`src/hdl/dstr_pkg.sv`:
```
// Shared types, constants and address helpers for the two-layer tilemap renderer.
// Every other file of the block imports this package; it depends on nothing.
`timescale 1ns / 1ps
`default_nettype none

package dstr_pkg;

  // Plane and tile geometry. Both sizes are powers of two.
  localparam int PLANE_SIZE = 512;
  localparam int TILE_COUNT = 16384;
  localparam int PLANE_W    = $clog2(PLANE_SIZE);
  localparam int TCODE_W    = $clog2(TILE_COUNT);

  // Field widths of the request and pixel channels.
  localparam int REQ_TYPE_W = 2;
  localparam int WADDR_W    = 20;
  localparam int WDATA_W    = 16;
  localparam int PIXEL_W    = 9;
  localparam int COLOR_W    = 8;
  localparam int NIBBLE_W   = 4;

  // Storage geometry.
  localparam int TRAM_AW    = 15;
  localparam int PAL_AW     = 11;
  localparam int PAL_W      = 12;
  localparam int PEN_AW     = 20;
  localparam int PEN_W      = 4;
  localparam int LINE_W     = 7;
  localparam int ATTR_FLIPX = 14;
  localparam int ATTR_FLIPY = 15;

  localparam logic [TRAM_AW-1:0] BG_BASE = 15'h0000;
  localparam logic [TRAM_AW-1:0] FG_BASE = 15'h4000;

  // Configuration port.
  localparam int SCROLL_W  = 16;
  localparam int APB_DW    = 32;
  localparam int CFG_AW    = 4;
  localparam int REG_IDX_W = 2;

  // Queue between the front and back parts.
  localparam int QUEUE_DEPTH = 2;
  localparam int QUEUE_AW    = $clog2(QUEUE_DEPTH);
  localparam int QUEUE_CW    = QUEUE_AW + 1;

  typedef enum logic [REQ_TYPE_W-1:0] {
    REQ_TILE   = 2'd0,
    REQ_PAL    = 2'd1,
    REQ_PEN    = 2'd2,
    REQ_RENDER = 2'd3
  } req_kind_t;

  typedef enum logic [REG_IDX_W-1:0] {
    REG_BG_X = 2'd0,
    REG_BG_Y = 2'd1,
    REG_FG_X = 2'd2,
    REG_FG_Y = 2'd3
  } reg_idx_t;

  typedef struct packed {
    logic [SCROLL_W-1:0] bg_scroll_x;
    logic [SCROLL_W-1:0] bg_scroll_y;
    logic [SCROLL_W-1:0] fg_scroll_x;
    logic [SCROLL_W-1:0] fg_scroll_y;
  } cfg_t;

  // One classified transaction: write target or render with plane positions.
  typedef struct packed {
    req_kind_t            kind;
    logic [WADDR_W-1:0]   waddr;
    logic [WDATA_W-1:0]   wdata;
    logic [PLANE_W-1:0]   bg_x;
    logic [PLANE_W-1:0]   bg_y;
    logic [PLANE_W-1:0]   fg_x;
    logic [PLANE_W-1:0]   fg_y;
  } queue_item_t;

  // Screen coordinate plus effective scroll, which is the negated raw word
  // taken modulo the plane size.
  function automatic logic [PLANE_W-1:0] plane_pos(input logic [PIXEL_W-1:0] pix,
                                                   input logic [SCROLL_W-1:0] raw);
    logic [PLANE_W-1:0] eff;
    eff = PLANE_W'(0) - raw[PLANE_W-1:0];
    return PLANE_W'(pix) + eff;
  endfunction

  // Tile RAM word of a tile's attribute; the code word follows it.
  function automatic logic [TRAM_AW-1:0] tile_addr(input logic [TRAM_AW-1:0] base,
                                                   input logic [PLANE_W-1:0] x,
                                                   input logic [PLANE_W-1:0] y);
    logic [2*(PLANE_W-3):0] off;
    off = {y[PLANE_W-1:3], x[PLANE_W-1:3], 1'b0};
    return base + TRAM_AW'(off);
  endfunction

  // Pen address: code, then flipped row and column inside the 8x8 tile.
  function automatic logic [PEN_AW-1:0] pen_addr(input logic flip_y,
                                                 input logic flip_x,
                                                 input logic [TCODE_W-1:0] code,
                                                 input logic [PLANE_W-1:0] x,
                                                 input logic [PLANE_W-1:0] y);
    logic [2:0] row;
    logic [2:0] col;
    row = y[2:0] ^ {3{flip_y}};
    col = x[2:0] ^ {3{flip_x}};
    return PEN_AW'({code, row, col});
  endfunction

endpackage

`default_nettype wire

```
`src/hdl/dstr_cfg.sv`:
```
// APB-style register file holding the four raw scroll words.
// Depends on dstr_pkg for the register index codes and the cfg_t struct.
`timescale 1ns / 1ps
`default_nettype none

module dstr_cfg import dstr_pkg::*; (
  input  logic              clk,
  input  logic              rst,
  input  logic              psel,
  input  logic              penable,
  input  logic              pwrite,
  input  logic [CFG_AW-1:0] paddr,
  input  logic [APB_DW-1:0] pwdata,
  output logic [APB_DW-1:0] prdata,
  output logic              pready,
  output cfg_t              cfg
);

  cfg_t     regs;
  logic     wr_en;
  reg_idx_t idx;

  assign pready = 1'b1;
  assign wr_en  = psel && penable && pwrite && pready;
  assign idx    = reg_idx_t'(paddr[CFG_AW-1:2]);
  assign cfg    = regs;

  always_ff @(posedge clk) begin
    if (rst) begin
      regs <= '0;
    end else if (wr_en) begin
      case (idx)
        REG_BG_X: regs.bg_scroll_x <= pwdata[SCROLL_W-1:0];
        REG_BG_Y: regs.bg_scroll_y <= pwdata[SCROLL_W-1:0];
        REG_FG_X: regs.fg_scroll_x <= pwdata[SCROLL_W-1:0];
        REG_FG_Y: regs.fg_scroll_y <= pwdata[SCROLL_W-1:0];
        default: regs <= regs;
      endcase
    end
  end

  always_comb begin
    case (idx)
      REG_BG_X: prdata = APB_DW'(regs.bg_scroll_x);
      REG_BG_Y: prdata = APB_DW'(regs.bg_scroll_y);
      REG_FG_X: prdata = APB_DW'(regs.fg_scroll_x);
      REG_FG_Y: prdata = APB_DW'(regs.fg_scroll_y);
      default: prdata = '0;
    endcase
  end

endmodule

`default_nettype wire

```
`config.mk`:
```
export PLATFORM = sky130hd
export DESIGN_NAME = dstr_cfg
export DESIGN_NICKNAME = d
export VERILOG_FILES = /design/src/hdl/dstr_pkg.sv /design/src/hdl/dstr_cfg.sv
export SDC_FILE = /design/constraint.sdc
export NUM_CORES = 1
export LEC_CHECK = 0
export BUFFER_PORTS_ARGS = -buffer_cell sky130_fd_sc_hd__clkbuf_2
export CAP_MARGIN = 25
export CORE_MARGIN = 2
export CORE_UTILIZATION = 24
export DETAILED_ROUTE_END_ITERATION = 16
export GPL_ROUTABILITY_DRIVEN = 0
export SLEW_MARGIN = 5
export SYNTH_ARGS = -nofsm -noshare
export SYNTH_HDL_FRONTEND = slang
export SYNTH_SLANG_ARGS = --single-unit
```
`constraint.sdc`:
```
create_clock -name clk -period 2.78 [get_ports clk]
set_input_delay 0.556 -clock clk [delete_from_list [all_inputs] [get_ports clk]]
set_output_delay 0.556 -clock clk [all_outputs]
set_load 0.02 [all_outputs]
```
# Word-level counts from Yosys, hierarchy flattened
# Index checks and enable logic that the tools add are counted.
[totals]
register_bits = 64
out_inout_bits = 97
wordCells = 15
[classes]
eq_ne = 3
mux = 1
n_reduce_logical = 7
[op_table]
columns = ["op", "n"]
rows = [
  ["$pmux 32 s4", 1],
  ["$reduce_and 2->1", 4],
  ["$eq 2x2->1 const B", 2],
  ["$eq 2x1->1 const B", 1],
  ["$logic_and 1x1->1", 2],
  ["$logic_not 2->1", 1],
]

# Longest topological paths before layout
[depth]
word_depth = 3
mapped_depth = 5

# Worst setup path after synthesis
# Ideal clock, no wire load.
[synth_path]
path_kind = "input-to-output"
start = "in paddr[2]"
end = "out prdata[10]"
arrival_ns = 1.349
required_time_ns = 2.224
path_slack_ns = 0.875
cell_stages = 3
cell_sequence = "buf_4 buf_2 mux4_2"
[synth_via]
elab_chain_cells = 2
word_cells_on_any_way = 5
classes_between = "3 x eq/ne; 1 x mux; 1 x reduce/logical"
[synth_lines]
columns = ["element", "line", "source"]
rows = [
  ["from (decl)", "dstr_cfg.sv:12", "input logic [CFG_AW-1:0] paddr,"],
  ["$eq 2x2->1 (tied with other cells)", "dstr_cfg.sv:43", "case (idx)"],
  ["$pmux 32 s4 *", "dstr_cfg.sv:43", ""],
  ["to (decl)", "dstr_cfg.sv:14", "output logic [APB_DW-1:0] prdata,"],
]
# Every way passes the cells marked *; elsewhere a longest branch is shown, timed or not. The select of a mux whose other input is x is not followed.

# Final worst setup path
[layout_path]
start = "in paddr[3]"
end = "out prdata[1]"
# The elaborated chain is that of the path after synthesis.

==> out/metrics.cfg <==
[run_status]
status=completed

[synthesis]
async_flop_share_pct=0
yosys-top-cells-count=80 x nand2b_1, 64 x dfxtp_1, 64 x mux2i_1
synth-edff-count=0
synth.distinct_cells=17
ys_warn_count=0
netlist_instances=268
synthFlopType=dfxtp_1
synth_area_per_cell_um2=11.6
ys_seq_area_share_pct=41.0
yosysTopAreaCell=dfxtp_1
syn-cell-area_mm2=0.00312
synth_area_leaders=dfxtp_1 41%, mux2i_1 21%, nand2b_1 16%, mux4_2 12%, buf_4 4.6%
ys_ff_latch=64
synth_top_area_share_pct=41.0
synth.most_common_cell=nand2b_1

[timing]
final-hold-violation-count=0
worst_pin_slew_ps=618
fmax_mhz=418
slew_headroom_pct=58.8
clock-skew-final_ps=0
finalSetupViolCount=0
finalMaxSlewViolations=0
rsz0062_at_grt=false
finalCritPeriodShare_pct=86.2
fin_setup_tns_ps=0
fin_hold_ws_ps=488
min_period_ps=2400
setup_ws_ps=385

[worst_setup_path]
r2r_end=cfg[27]
cp-end-kind=output port
cp_max_fo=15
critPathRequiredTime_ps=2220
worstSetupPathType=primary input to output port
arrival_ps=1840
cp-start-kind=primary input
r2r_setup_slack_ps=2130
cp-startpoint=paddr[3]
crit_end=prdata[1]
r2r_cells=2
timing.rr.start=cfg[27]

[global_routing]
grt_first_pass_wirelength_mm=12.2
grt_overflow_total=0
grt_pass1_vias=2232
track_usage_pct=11.5
grt_max_degree=81
antenna_found_initial=0

[final_layout]
nNetsFinal=410
drive_gt1_share_pct=38.8
area_delta_synth_final_pct=29.0
largest_register_ff_count=64
final_core_util_pct=31.8
antennaDiodeCount=0
finalInstanceArea_mm2=0.00403

[die]
die_area_mm2=0.0139
rows=41
core-area_mm2=0.0127
ios=138
start_util_pct=24.6
die_h_um=118
die_w_um=118

[power_and_ir_drop]
p_seq_share_pct=41.7
power_frac_clock_pct=50.2
power_density_mw_per_mm2=559
p_leak_nw=1.97
p_sw_uw=510
swShare_pct=22.6
irDropWorstVdd_v=0.000248
p_comb_share_pct=8.1
power.internal_mw=1.74

[cts]
postCtsResizedCells=0
cts_sinks=64
cts_setup_buffers=0
clkTransAtPathRegs_ps=50
cts_tree=yes
htreeDepth=3
ctsHoldBuffers=0
clk_latency_ps=330
numCtsBuffers=9
cts.root.buffer_cell=clkbuf_16
clockBufferDepth=2

[run]
maxCapViolCount=0

[place]
detailed_place.area_mm2=0.00373
hpwl_mm=5.40
dpl_worst_slack_ps=332
io_buffers=102

[drt]
drc=0
num_vias=2259
wire_per_inst_um=14.2
routed_via_density=4.14
dr.first_iter.drc_count=108
dr.pass1.iters=4
routed_wl_mm=7.77
antenna_left=0

[min_path]
hp-class=flip-flop to flip-flop

-- worst min path at each step --
stage | from | to | cells past startpoint
5_1_grt | cfg[29] | cfg[29] | 2
6_report | cfg[42] | cfg[42] | 2
2_1_floorplan | cfg[36] | cfg[36] | 2
4_1_cts | cfg[38] | cfg[38] | 2
3_3_place_gp | cfg[56] | cfg[56] | 2
3_5_place_dp | cfg[38] | cfg[38] | 2
-- worst max-delay path, cell delays in order --
cell and delay [ps]:
clkbuf_2 480, buf_4 300, mux4_2 320, clkbuf_2 170
-- through the flow --
step / total power [mW] / std cells
after floorplan: 1.11 / 283
after global placement: 1.14 / 530
after detailed placement: 1.14 / 530
after CTS: 2.29 / 546
after global routing: 2.34 / 546
final: 2.25 / 546
-- power groups by stage --
stage | combinational (mW) | sequential (mW) | clock (mW)
floorplan | 0.136 | 0.971 | 0
global placement | 0.183 | 0.958 | 0
detailed placement | 0.186 | 0.959 | 0
CTS | 0.186 | 0.939 | 1.17
global route | 0.198 | 0.941 | 1.20
finish | 0.183 | 0.940 | 1.13
-- logic make-up (layout without fill, tap and decap cells) --
family                 Yosys count  after routing  share of synthesized area (%)
multiplexers                    80             80                           32.1
AND/OR/NAND/NOR                 88             88                           18.7
buffers and inverters           34            125                           7.94
other                            2             17                          0.241
flip-flops                      64             64                           41.0
-- layer usage --
metal | vias to the layer above | GRT usage (%) | part of all wire (%)
li1 | 1090 | - | -
met1 | 1074 | 13.9 | 44
met2 | 87 | 18.6 | 48
met3 | 8 | 5.23 | 6.8
met4 | 0 | 2.94 | 1.1
met5 | - | 0 | 0
-- cell usage in the layout, fill, tap and decap left out, types with 2 or more instances in the layout --
cell type,n
nand2b_1,80
dfxtp_1,64
clkinv_2,2
clkbuf_2,102
conb_1,17
clkbuf_8,2
clkbuf_16,9
buf_4,6
clkbuf_1,2
nand3b_1,2
mux4_2,16
mux2i_1,64
-- area by class of cell --
cell class / instances / area, µm²
Clock buffer: 13 / 260
Clock inverter: 3 / 40.0
Fill cell: 1324 / 8640
Multi-Input combinational cell: 185 / 1660
Sequential cell: 64 / 1280
Tap cell: 172 / 215
Timing Repair Buffer: 109 / 576
(Power assumes the default switching activity.)
